### config.mk
export PLATFORM = sky130hd
export DESIGN_NAME = delayed_event_timer_table
export DESIGN_NICKNAME = d
export VERILOG_FILES = /design/src/rtl/core/dett_pkg.sv /design/src/rtl/core/dett_dp.sv /design/src/rtl/core/dett_ctrl.sv /design/src/rtl/core/delayed_event_timer_table.sv
export SDC_FILE = /design/constraint.sdc
export NUM_CORES = 2
export LEC_CHECK = 0
export BUFFER_PORTS_ARGS = -buffer_cell sky130_fd_sc_hd__clkbuf_2
export CAP_MARGIN = 0
export CORE_ASPECT_RATIO = 0.6
export CORE_MARGIN = 4
export CORE_UTILIZATION = 60
export DETAILED_ROUTE_END_ITERATION = 8
export PLACE_DENSITY = 0.82
export SYNTH_ARGS = -nofsm -noshare
export SYNTH_HDL_FRONTEND = slang
export SYNTH_SLANG_ARGS = --single-unit
### constraint.sdc
create_clock -name clk -period 16.8 [get_ports clk]
set_clock_uncertainty 0.1 [all_clocks]
set_input_delay 0.84 -clock clk [delete_from_list [all_inputs] [get_ports clk]]
set_output_delay 0.84 -clock clk [all_outputs]
set_load 0.01 [all_outputs]
### src/rtl/core/dett_pkg.sv
// ----------------------------------------------------------------------------
// dett_pkg
// Shared types, codes and constants of the delayed event timer table.
// ----------------------------------------------------------------------------
package dett_pkg;

  localparam int SLOTS = 16;
  localparam int IDX_W = (SLOTS > 1) ? $clog2(SLOTS) : 1;
  localparam int CNT_W = $clog2(SLOTS + 1);

  localparam logic [31:0] ELAPSED_MASK = 32'h00FF_FFFF;
  localparam logic [31:0] INT_MAX_MARK = 32'h7FFF_FFFF;
  localparam logic [31:0] MS_MULT      = 32'd1000;
  localparam int          MS_SHIFT     = 10;
  localparam logic [7:0]  ESC_BYTE     = 8'hFF;
  localparam logic [31:0] MIN_DELAY    = 32'd2;

  // operation codes
  localparam logic [1:0] OP_STEP   = 2'd0;
  localparam logic [1:0] OP_SCHED  = 2'd1;
  localparam logic [1:0] OP_CANCEL = 2'd2;
  localparam logic [1:0] OP_BAD    = 2'd3;

  // status codes
  localparam logic [2:0] ST_DONE  = 3'd0;
  localparam logic [2:0] ST_PUSH  = 3'd1;
  localparam logic [2:0] ST_SCHED = 3'd2;
  localparam logic [2:0] ST_FULL  = 3'd3;
  localparam logic [2:0] ST_BAD   = 3'd4;

  typedef struct packed {
    logic [1:0]  op;
    logic [31:0] event_id;
    logic [31:0] event_context;
    logic [31:0] delay_ms;
    logic [31:0] tick_now;
    logic [31:0] callback_word;
  } in_t;

  typedef struct packed {
    logic        item_kind;
    logic [31:0] due_event;
    logic [31:0] due_context;
    logic [2:0]  status;
    logic [4:0]  slot_used;
    logic [4:0]  cleared_count;
    logic [31:0] elapsed_ms;
    logic [31:0] soonest_delay;
    logic        timer_start;
    logic        empty_reload;
    logic        int_max_suppressed;
    logic        last;
  } out_t;

  // controller to datapath
  typedef struct packed {
    logic       load;
    logic       decode;
    logic       idx_clr;
    logic       idx_inc;
    logic       find_take;
    logic       cancel_scan;
    logic       step_scan;
    logic       use_elapsed;
    logic       min_clr;
    logic       sum_set;
    logic       sum_step;
    logic [2:0] sum_code;
    logic       sum_full;
    logic       emit_due;
    logic       emit_sum;
  } cmd_t;

  // datapath to controller
  typedef struct packed {
    logic [1:0] op;
    logic       ev_zero;
    logic       delay_small;
    logic       slot_valid;
    logic       removed_zero;
    logic       due_hit;
    logic       idx_last;
  } sts_t;

endpackage

### src/rtl/core/dett_dp.sv
// ----------------------------------------------------------------------------
// dett_dp
// Datapath: slot store, scan index, saturating subtract, running minimum,
// armed timer registers and result item formation.
// ----------------------------------------------------------------------------
module dett_dp (
  input  logic          clk,
  input  logic          rst,
  input  dett_pkg::in_t  in_item,
  input  dett_pkg::cmd_t cmd,
  output dett_pkg::sts_t sts,
  output dett_pkg::out_t res
);
  import dett_pkg::*;

  in_t              in_r;
  logic [31:0]      now_ms;
  logic [31:0]      elapsed;
  logic [31:0]      applied;
  logic [31:0]      shown;
  logic [2:0]       sum_status;
  logic [CNT_W-1:0] sum_slot;
  logic             sum_step;
  logic [CNT_W-1:0] removed;
  logic [31:0]      next_min;
  logic             active;
  logic             p_live;
  logic [31:0]      p_rem;
  logic [31:0]      armed_delay;
  logic [31:0]      armed_start;
  logic [IDX_W-1:0] idx;
  logic [SLOTS-1:0] valid;
  logic [31:0]      ev_mem  [SLOTS];
  logic [31:0]      ctx_mem [SLOTS];
  logic [31:0]      rem_mem [SLOTS];

  logic             cur_valid;
  logic [31:0]      cur_ev;
  logic [31:0]      cur_ctx;
  logic [31:0]      cur_rem;
  logic [32:0]      diff;
  logic [31:0]      rem_sat;
  logic             due_hit;
  logic             cancel_hit;
  logic [31:0]      sel_elapsed;
  logic [31:0]      tick_prod;
  logic             tstart;

  assign cur_valid = valid[idx];
  assign cur_ev    = ev_mem[idx];
  assign cur_ctx   = ctx_mem[idx];
  assign cur_rem   = rem_mem[idx];

  // floor at zero: a borrow means the slot is overdue
  assign diff       = {1'b0, cur_rem} - {1'b0, applied};
  assign rem_sat    = diff[32] ? 32'd0 : diff[31:0];
  assign due_hit    = cur_valid && (rem_sat == 32'd0);
  assign cancel_hit = cur_valid && (cur_ev == in_r.event_id) &&
                      ((in_r.event_context == 32'd0) || (cur_ctx == in_r.event_context));

  assign sel_elapsed = (in_r.callback_word[31:24] == ESC_BYTE) ?
                       (in_r.callback_word & ELAPSED_MASK) : armed_delay;
  assign tick_prod   = in_item.tick_now * MS_MULT;
  assign tstart      = (next_min != INT_MAX_MARK) && (next_min != 32'd0);

  always_comb begin
    sts.op           = in_r.op;
    sts.ev_zero      = (in_r.event_id == 32'd0);
    sts.delay_small  = (in_r.delay_ms < MIN_DELAY);
    sts.slot_valid   = cur_valid;
    sts.removed_zero = (removed == '0) && !cancel_hit;
    sts.due_hit      = due_hit;
    sts.idx_last     = (idx == IDX_W'(SLOTS - 1));
  end

  always_comb begin
    res = '0;
    if (cmd.emit_due) begin
      res.due_event   = cur_ev;
      res.due_context = cur_ctx;
    end else begin
      res.item_kind     = 1'b1;
      res.status        = sum_status;
      res.slot_used     = 5'(sum_slot);
      res.cleared_count = 5'(removed);
      res.last          = 1'b1;
      if (sum_step) begin
        res.elapsed_ms         = shown;
        res.soonest_delay      = next_min;
        res.timer_start        = tstart;
        res.empty_reload       = !active;
        res.int_max_suppressed = active && (next_min == INT_MAX_MARK);
      end
    end
  end

  // control state
  always_ff @(posedge clk) begin
    if (rst) begin
      valid       <= '0;
      armed_delay <= '0;
      armed_start <= '0;
      p_live      <= 1'b0;
      active      <= 1'b0;
      idx         <= '0;
    end else begin
      if (cmd.find_take) begin
        valid[idx] <= 1'b1;
      end
      if (cmd.cancel_scan && cancel_hit) begin
        valid[idx] <= 1'b0;
      end
      if (cmd.step_scan && due_hit) begin
        valid[idx] <= 1'b0;
      end
      p_live <= cmd.step_scan && cur_valid && !due_hit;
      if (cmd.min_clr) begin
        active <= 1'b0;
      end else if (p_live) begin
        active <= 1'b1;
      end
      if (cmd.emit_sum && sum_step && tstart) begin
        armed_delay <= next_min;
        armed_start <= now_ms;
      end
      if (cmd.idx_clr) begin
        idx <= '0;
      end else if (cmd.idx_inc) begin
        idx <= IDX_W'(idx + 1'b1);
      end
    end
  end

  // payload
  always_ff @(posedge clk) begin
    if (cmd.load) begin
      in_r   <= in_item;
      now_ms <= tick_prod >> MS_SHIFT;
    end
    if (cmd.decode) begin
      elapsed  <= now_ms - armed_start;
      removed  <= '0;
      sum_slot <= '0;
      applied  <= sel_elapsed;
      shown    <= sel_elapsed;
    end
    if (cmd.use_elapsed) begin
      applied <= elapsed & ELAPSED_MASK;
      shown   <= elapsed;
    end
    if (cmd.sum_set) begin
      sum_status <= cmd.sum_code;
      sum_step   <= cmd.sum_step;
    end
    if (cmd.sum_full) begin
      sum_slot <= CNT_W'(SLOTS);
    end
    if (cmd.find_take) begin
      ev_mem[idx]  <= in_r.event_id;
      ctx_mem[idx] <= in_r.event_context;
      rem_mem[idx] <= in_r.delay_ms + elapsed;
      sum_slot     <= CNT_W'(idx);
    end
    if (cmd.cancel_scan && cancel_hit) begin
      removed <= CNT_W'(removed + 1'b1);
    end
    if (cmd.step_scan && cur_valid) begin
      rem_mem[idx] <= rem_sat;
    end
    p_rem <= rem_sat;
    if (cmd.min_clr) begin
      next_min <= '1;
    end else if (p_live && (p_rem < next_min)) begin
      next_min <= p_rem;
    end
  end

  a_take_free: assert property (@(posedge clk) disable iff (rst)
    cmd.find_take |-> !cur_valid)
    else $error("schedule wrote over a live slot");

  a_empty_next: assert property (@(posedge clk) disable iff (rst)
    (cmd.emit_sum && sum_step && !active) |-> (next_min == 32'hFFFF_FFFF))
    else $error("empty table summary without all-ones next delay");

endmodule

### src/rtl/core/dett_ctrl.sv
// ----------------------------------------------------------------------------
// dett_ctrl
// Sequencer: decode, free slot search, cancel scan, expiry scan, summary.
// ----------------------------------------------------------------------------
module dett_ctrl (
  input  logic           clk,
  input  logic           rst,
  input  logic           in_valid,
  output logic           in_ready,
  input  logic           out_free,
  input  dett_pkg::sts_t  sts,
  output dett_pkg::cmd_t  cmd
);
  import dett_pkg::*;

  localparam logic [2:0] S_IDLE    = 3'd0;
  localparam logic [2:0] S_DECODE  = 3'd1;
  localparam logic [2:0] S_FIND    = 3'd2;
  localparam logic [2:0] S_CANCEL  = 3'd3;
  localparam logic [2:0] S_STEP    = 3'd4;
  localparam logic [2:0] S_FLUSH   = 3'd5;
  localparam logic [2:0] S_SUMMARY = 3'd6;

  logic [2:0] state;
  logic [2:0] state_next;

  assign in_ready = (state == S_IDLE);

  always_comb begin
    cmd        = '0;
    state_next = state;
    unique case (state)
      S_IDLE: begin
        if (in_valid) begin
          cmd.load   = 1'b1;
          state_next = S_DECODE;
        end
      end
      S_DECODE: begin
        cmd.decode = 1'b1;
        priority if (sts.op == OP_STEP) begin
          cmd.min_clr  = 1'b1;
          cmd.idx_clr  = 1'b1;
          cmd.sum_set  = 1'b1;
          cmd.sum_step = 1'b1;
          cmd.sum_code = ST_DONE;
          state_next   = S_STEP;
        end else if ((sts.op == OP_BAD) || sts.ev_zero) begin
          cmd.sum_set  = 1'b1;
          cmd.sum_code = ST_BAD;
          state_next   = S_SUMMARY;
        end else if ((sts.op == OP_SCHED) && sts.delay_small) begin
          cmd.sum_set  = 1'b1;
          cmd.sum_code = ST_PUSH;
          state_next   = S_SUMMARY;
        end else if (sts.op == OP_SCHED) begin
          cmd.idx_clr = 1'b1;
          state_next  = S_FIND;
        end else begin
          cmd.idx_clr = 1'b1;
          state_next  = S_CANCEL;
        end
      end
      S_FIND: begin
        priority if (!sts.slot_valid) begin
          cmd.find_take   = 1'b1;
          cmd.use_elapsed = 1'b1;
          cmd.min_clr     = 1'b1;
          cmd.idx_clr     = 1'b1;
          cmd.sum_set     = 1'b1;
          cmd.sum_step    = 1'b1;
          cmd.sum_code    = ST_SCHED;
          state_next      = S_STEP;
        end else if (sts.idx_last) begin
          cmd.sum_set  = 1'b1;
          cmd.sum_code = ST_FULL;
          cmd.sum_full = 1'b1;
          state_next   = S_SUMMARY;
        end else begin
          cmd.idx_inc = 1'b1;
        end
      end
      S_CANCEL: begin
        cmd.cancel_scan = 1'b1;
        priority if (sts.idx_last && sts.removed_zero) begin
          cmd.sum_set  = 1'b1;
          cmd.sum_code = ST_DONE;
          state_next   = S_SUMMARY;
        end else if (sts.idx_last) begin
          cmd.use_elapsed = 1'b1;
          cmd.min_clr     = 1'b1;
          cmd.idx_clr     = 1'b1;
          cmd.sum_set     = 1'b1;
          cmd.sum_step    = 1'b1;
          cmd.sum_code    = ST_DONE;
          state_next      = S_STEP;
        end else begin
          cmd.idx_inc = 1'b1;
        end
      end
      S_STEP: begin
        // hold the slot while a due item cannot be handed over
        if (!(sts.due_hit && !out_free)) begin
          cmd.step_scan = 1'b1;
          cmd.emit_due  = sts.due_hit;
          if (sts.idx_last) begin
            state_next = S_FLUSH;
          end else begin
            cmd.idx_inc = 1'b1;
          end
        end
      end
      S_FLUSH: begin
        state_next = S_SUMMARY;
      end
      S_SUMMARY: begin
        if (out_free) begin
          cmd.emit_sum = 1'b1;
          state_next   = S_IDLE;
        end
      end
      default: begin
        state_next = S_IDLE;
      end
    endcase
  end

  always_ff @(posedge clk) begin
    if (rst) begin
      state <= S_IDLE;
    end else begin
      state <= state_next;
    end
  end

  a_due_hold: assert property (@(posedge clk) disable iff (rst)
    (state == S_STEP && sts.due_hit && !out_free) |=> (state == S_STEP))
    else $error("scan left a stalled due slot");

endmodule

### src/rtl/core/delayed_event_timer_table.sv
// ----------------------------------------------------------------------------
// delayed_event_timer_table
// Table of delayed events sharing one millisecond timer.
// ----------------------------------------------------------------------------
// Usage:
//   Input channel in_valid/in_ready/in_item carries one operation per item:
//   timer expiry step, schedule or cancel. Output channel
//   out_valid/out_ready/out_item returns zero or more due records (expired
//   events in slot order) followed by one summary record with last set.
//   One item is worked at a time; in_ready is high only while idle.
//   Path per item: a rejected operation passes accept, decode and summary;
//   an expiry step adds the subtract-and-minimum pass over all slots and a
//   flush before the summary; a schedule first searches for a free slot,
//   then runs that pass (a full table goes to the summary after the
//   search); a cancel runs a match scan, then that pass when something
//   matched. The controller walks the slot store through a single read
//   port, one entry per cycle while no due record waits on the output,
//   once for the search or cancel match and once for the
//   subtract-and-minimum pass.
//   Reset clears the live bits of all slots and the armed delay and start;
//   no clearing pass is needed. A stalled receiver holds the scan on the
//   slot whose due record is waiting; the output register frees one record
//   per accepted handshake.
// ----------------------------------------------------------------------------
module delayed_event_timer_table (
  input  logic          clk,
  input  logic          rst,
  input  logic          in_valid,
  output logic          in_ready,
  input  dett_pkg::in_t  in_item,
  output logic          out_valid,
  input  logic          out_ready,
  output dett_pkg::out_t out_item
);
  import dett_pkg::*;

  cmd_t cmd;
  sts_t sts;
  out_t res;
  logic out_free;

  // output register can take a new record when empty or being drained
  assign out_free = !out_valid || out_ready;

  dett_ctrl u_ctrl (
    .clk      (clk),
    .rst      (rst),
    .in_valid (in_valid),
    .in_ready (in_ready),
    .out_free (out_free),
    .sts      (sts),
    .cmd      (cmd)
  );

  dett_dp u_dp (
    .clk     (clk),
    .rst     (rst),
    .in_item (in_item),
    .cmd     (cmd),
    .sts     (sts),
    .res     (res)
  );

  // advance the output register on each emitted record, drop on handshake
  always_ff @(posedge clk) begin
    if (rst) begin
      out_valid <= 1'b0;
    end else if (cmd.emit_due || cmd.emit_sum) begin
      out_valid <= 1'b1;
    end else if (out_ready) begin
      out_valid <= 1'b0;
    end
  end

  always_ff @(posedge clk) begin
    if (cmd.emit_due || cmd.emit_sum) begin
      out_item <= res;
    end
  end

  a_emit_room: assert property (@(posedge clk) disable iff (rst)
    (cmd.emit_due || cmd.emit_sum) |-> out_free)
    else $error("record emitted into a full output register");

endmodule

# ---- Word-level counts from Yosys, hierarchy flattened
# Memory sizes are Yosys's and may differ from the RTL's. A register that Yosys moved wholly into a read port is not among the register bits.
# Index checks and enable logic that the tools add are counted.
dict set report word_totals {
  inputBits 166
  regBits 552
  memories 3
  latch_bits 0
  out_inout_bits 148
  romBits 0
  ramBits 1536
}
# memory words width rd rd_clocked_by_memory_dff write_ports line_no
set memory_table {}
lappend memory_table {u_dp.ctx_mem 16 32 1 1 1 dett_dp.sv:34} ;# logic [31:0] ctx_mem [SLOTS];
lappend memory_table {u_dp.ev_mem 16 32 1 1 1 dett_dp.sv:33} ;# logic [31:0] ev_mem [SLOTS];
lappend memory_table {u_dp.rem_mem 16 32 1 1 1 dett_dp.sv:35} ;# logic [31:0] rem_mem [SLOTS];
dict set report op_classes {
  shifts 0
  mux 89
  order_cmp 4
  mul 1
  add_sub_neg 5
  div_mod_pow 0
  eq_ne 20
  reduce_logical 42
  bitwise_logic 6
}
# cell n
set ops {}
lappend ops {{$mux W32} 5}
lappend ops {{$logic_not A32 Y1} 3}
lappend ops {{$mux W16} 5}
lappend ops {{$eq A32 B32 Y1} 2}
lappend ops {{$mux W24} 2}
lappend ops {{$mux W3} 16}
lappend ops {{$mux W1} 40}
lappend ops {{$sub A32 B32 Y33} 1}
lappend ops {{$add A32 B32 Y32} 1}
lappend ops {{$and A16 B16 Y16} 2}
lappend ops {{$eq A32 B31 Y1 const B} 1}
lappend ops {{$lt A32 B2 Y1 const B} 1}
lappend ops {{$lt A32 B32 Y1} 1}
lappend ops {{$mul A32 B7 Y29 const B} 1}
lappend ops {{$ne A32 B31 Y1 const B} 1}
lappend ops {{$reduce_bool A32 Y1} 1}
lappend ops {{$mux W4} 7}
lappend ops {{$sub A22 B22 Y23} 1}
lappend ops {{$pmux W3 S7} 1}
lappend ops {{$pmux W6 S3} 1}
lappend ops {{$logic_and A1 B1 Y1} 17}
lappend ops {{$not A16 Y16} 1}
lappend ops {{$or A16 B16 Y16} 1}
lappend ops {{$mux W5} 3}
lappend ops {{32 further kinds} 52}

# ---- Longest topological paths before layout
dict set report logic_depth {
  ltp_word 12
  mapped_depth 26
  mapped_depth_nobuf 19
}

# ---- Hierarchy
# Synthesis repeated with hierarchy kept, for this count alone.
dict set report hier_totals {
  cells_unflattened 5180
  hier_area_um2 88225.9
}
# mod cells_per_inst seq_area_each_um2 area_each_um2 n_inst
set by_module_without_submodules {}
lappend by_module_without_submodules {dett_dp 4965 55793.5 83341.2 1}
lappend by_module_without_submodules {delayed_event_timer_table 151 4404.2 4434.3 1}
lappend by_module_without_submodules {dett_ctrl 64 60.1 450.4 1}

# ---- Worst setup path after synthesis
# No wires, ideal clock.
dict set report synth_path {
  path_kind {register -> register}
  start {register (tool-made name)}
  end {register out_item[0] in the netlist's numbering (enable)}
  path_stages_with_launch 23
  arrival_time_ns 12.254
  setup_ns 0.668
  t_required_ns 16.032
  n_path_buf 8
  path_slack_ns 3.777
  path_cell_list {dfxtp_1 > buf_2 > buf_4 > buf_6 > buf_4 > buf_4 > buf_4 > clkbuf_1 > buf_1 > mux4_2 > mux4_2 > ha_1 > nand2_1 > o21ai_0 > a31oi_1 > o21ai_1 > a21oi_2 > o31ai_1 > a2111oi_0 > nor3b_1 > a32o_1 > o21bai_1 > nor2b_1}
}
# element line_no
set synth_rtl {}
lappend synth_rtl {{end signal: assignment} delayed_event_timer_table.sv:77} ;# out_item <= res;
lappend synth_rtl {{end: declaration} delayed_event_timer_table.sv:33} ;# output dett_pkg::out_t out_item

==> key figures <==
Timing
  – Setup Viol. Count Final: 0
  – Min Tclk post-route: 8.867 ns
  – Hold WS: 0.08089 ns
  – Fin crit share: 52.78%
  – RSZ-0062 raised after global routing: false
  – Worst slew margin: 18.33%
  – Worst-margin pin slew: 1.217 ns
  – Final setup margin: 7.933 ns
  – Fin. max-slew vios: 0
  – Final hold viol count: 0
  – Max Clock Freq: 0.1128 GHz
  – Setup TNS: 0 ns

Worst setup path
  – Worst Path Arrival: 9.23 ns
  – Worst Reg-to-Reg Cells: 18
  – Max stage delay on crit path: 0.94 ns
  – CP Capture Type: flop
  – CP most frequent cell: buf_4
  – Reg2reg setup slack: 7.93 ns
  – CP Data Required Time: 17.16 ns
  – CP Cell Sequence: buf_4 > buf_4 > mux4_2 > mux4_2 > ha_1 > a21o_1 > a21o_1 > a21oi_1 > o21ai_0 > a21oi_2 > xnor2_1 > nor4b_1 > nand4_1 > nor3_1 > a31oi_2 > o21ai_4 > buf_4 > mux2_1
  – CP Launch Type: flop
  – Kind of critical path: flop to flop
  – CP max FO: 68
  – Reg-to-reg endpoint: u_dp.rem_mem[0][30]
  – Crit path max-delay cell type: buf_4

Synth
  – Average cell area after synthesis: 18.07 sq um
  – Net Count, Synth: 5,232
  – Sequential-to-total area share from yosys stat: 69.63%
  – Count leader, synth: edfxtp_1
  – Top post-synthesis cells by area: edfxtp_1, mux4_2, dfxtp_1
  – Post-Syn Area: 0.08650 sq mm
  – Number of synthesized flops with an enable pin: 1,901
  – Seq cells post-synth: 2,058
  – Top cell type's share of synthesized area: 66.00%
  – Post-Synthesis Cells: 4,788
  – Yosys Warn Count: 0
  – Synth Flop Type: edfxtp_1
  – Leading area contributor after synthesis: edfxtp_1
  – Commonest cells in the netlist: edfxtp_1, mux4_2, inv_1, nor2_1, ha_1
  – Unique masters post-synth: 76
  – Synth async-reset ratio: 0%

Run
  – Max cap viols: 0

Global routing
  – GR Overflow Total: 0
  – Initial antenna violation count: 11
  – Largest net degree at the start of global routing: 146
  – Vias in the first global route: 47,887
  – First-pass GRT wire length: 327,400 um
  – Gr usage total: 30.07%

Min path
  – Endpoint, Worst Hold: u_dp.in_r[150]
  – Hold path depth: 1
  – Worst Hold Class: input port to flop
  – Worst hold start: in_item[150]

Routing
  – Drt pass-1 iters: 9
  – Antenna viol nets, final: 0
  – DR vias: 48,103
  – Total wire length: 224,000 um
  – DRC errors left: 0
  – 1st-iter DRT viols: 7,432
  – Vias/cell: 6.662
  – WL per Instance: 31.02 um

CTS
  – Clock transition at the registers of the reported paths: 0.07 ns
  – Hold buffer count at cts: 0
  – Max Buffers Root-to-Sink: 3
  – H-tree lvl count: 4
  – Num CTS Buffers: 176
  – Postcts setup bufs: 0
  – CTS tree: built
  – Root buf cell: clkbuf_16
  – # clock sinks: 2,058
  – Clk Latency, worst-skew pair: 0.83 ns
  – Cts repair resizes: 0

Floorplan
  – Chip height: 302.1 um
  – IO Pins: 314
  – Core ar.: 0.1426 sq mm
  – Die area: 0.1505 sq mm
  – Initial Utilization: 60.67%
  – Width of the die: 498.2 um
  – Num rows: 107

Placement
  – GP Congestion: 0.9530
  – DP HPWL: 133,900 um
  – Placed Cells incl. Taps: 6,895
  – PortBufs: 310
  – Setup WS pre-CTS: 8.086 ns

Power
  – NetSw: 0.005148 W
  – Comb power frac: 28.2%
  – Worst-case vdd ir drop: 0.1239 mV
  – Power per Cell Area: 164.3 mW/mm^2
  – Internal: 0.01068 W
  – Clock network fraction of total power: 26.0%
  – Leak: 32.46 nW
  – Switching share of power: 32.53%
  – Register share of total power: 45.8%

Final layout
  – Layout area overhead: 11.37%
  – Share of layout cells above drive strength 1: 22.67%
  – Fillers: 8,880
  – Final net count: 5,610
  – Fin cells: 7,221

Status
  – Status: complete, no violations
[state kept, by name, indices dropped and copies added (netlist names), 8 cells and up, named ones only]
name and flops:
u_dp.in_r 128, u_dp.ev_mem 512, u_dp.next_min 32, u_dp.now_ms 22, u_dp.shown 32, u_dp.armed_start 22
u_dp.ctx_mem 512, u_dp.applied 8, u_dp.elapsed 23, out_item 145, u_dp.armed_delay 32, u_dp.p_rem 32
u_dp.rem_mem 512, u_dp.valid 15
[cell type report]
cell class | count | area [sq um] | area share [%]
Inverter | 240 | 905.9 | 0.9404
Tap cell | 1907 | 2386 | 2.477
Sequential cell | 2058 | 60240 | 62.53
Antenna cell | 2 | 5.005 | 0.005195
Timing Repair Buffer | 396 | 2235 | 2.320
Clock buffer | 231 | 4838 | 5.023
Multi-Input combinational cell | 2294 | 24830 | 25.77
Clock inverter | 93 | 892.1 | 0.9261
[worst max-delay path by stage]
| stage | end | slack, ns | depth (start not counted) |
|---|---|---|---|
| floorplan | out_item[0] | 3.78 | 22 |
| global placement | u_dp.rem_mem[14][30] | 8.38 | 18 |
| detailed placement | u_dp.rem_mem[14][30] | 8.09 | 18 |
| CTS | u_dp.rem_mem[9][30] | 8.05 | 18 |
| global route | u_dp.rem_mem[5][30] | 7.74 | 18 |
| finish | u_dp.rem_mem[0][30] | 7.93 | 18 |
[worst max-delay path, delay by kind of cell (launching register included)]
kind                     cells  cell delay, ns
adder cells (fa/ha/maj)      1            0.44
buffers and inverters        3            2.53
AND/OR/NAND/NOR              3            1.04
multiplexers                 3            1.60
AO/OA/AOI/OAI                7            1.74
flip-flops                   1            0.75
XOR/XNOR                     1            0.20
[metal layers]
layer  global-route usage (%)  wire length [um]  vias to the layer above
met4                    10.59              8042                        2
met1                    44.84             85760                    24468
li1                         -                 -                    19614
met3                    7.886             30730                      456
met2                    43.71             99460                     3563
met5                        0                13                        -
[cell usage in the layout, fill, tap and decap left out, types with 149 or more instances in the layout]
cell,instances
mux2i_1,149
mux4_2,456
nor2_1,180
dfxtp_1,153
clkbuf_2,309
edfxtp_1,1901
ha_1,185
clkbuf_16,182
inv_1,238
nand2_1,161
[cell families (layout without fill, tap and decap cells)]
kind of cell             count (synthesis)  in the layout  share of synthesized area [%]
adder cells (fa/ha/maj)                278            278                          4.829
flip-flops                            2058           2058                          69.63
other                                    0              2                              0
XOR/XNOR                               156            156                          1.580
AND/OR/NAND/NOR                        791            791                          4.626
buffers and inverters                  436            960                          2.071
multiplexers                           640            640                          14.05
AO/OA/AOI/OAI                          429            429                          3.211
[power by group through the flow]
| stage | clock network (W) | logic (W) | registers, W |
|---|---|---|---|
| floorplan | 0 | 0.00306 | 0.00710 |
| global placement | 0 | 0.00417 | 0.00730 |
| detailed placement | 0 | 0.00433 | 0.00732 |
| CTS | 0.00415 | 0.00438 | 0.00722 |
| global route | 0.00438 | 0.00483 | 0.00727 |
| finish | 0.00412 | 0.00446 | 0.00724 |
[through the flow]
step	utilization [%]	power [W]	instance area [sq um]
6_report	67.56	0.01583	96330
5_1_grt	67.56	0.01648	96330
4_1_cts	67.56	0.01575	96330
3_5_place_dp	63.54	0.01165	90600
3_3_place_gp	63.54	0.01147	90600
2_1_floorplan	-	0.01016	86500
No activity file was read; power rests on OpenSTA's default activity.
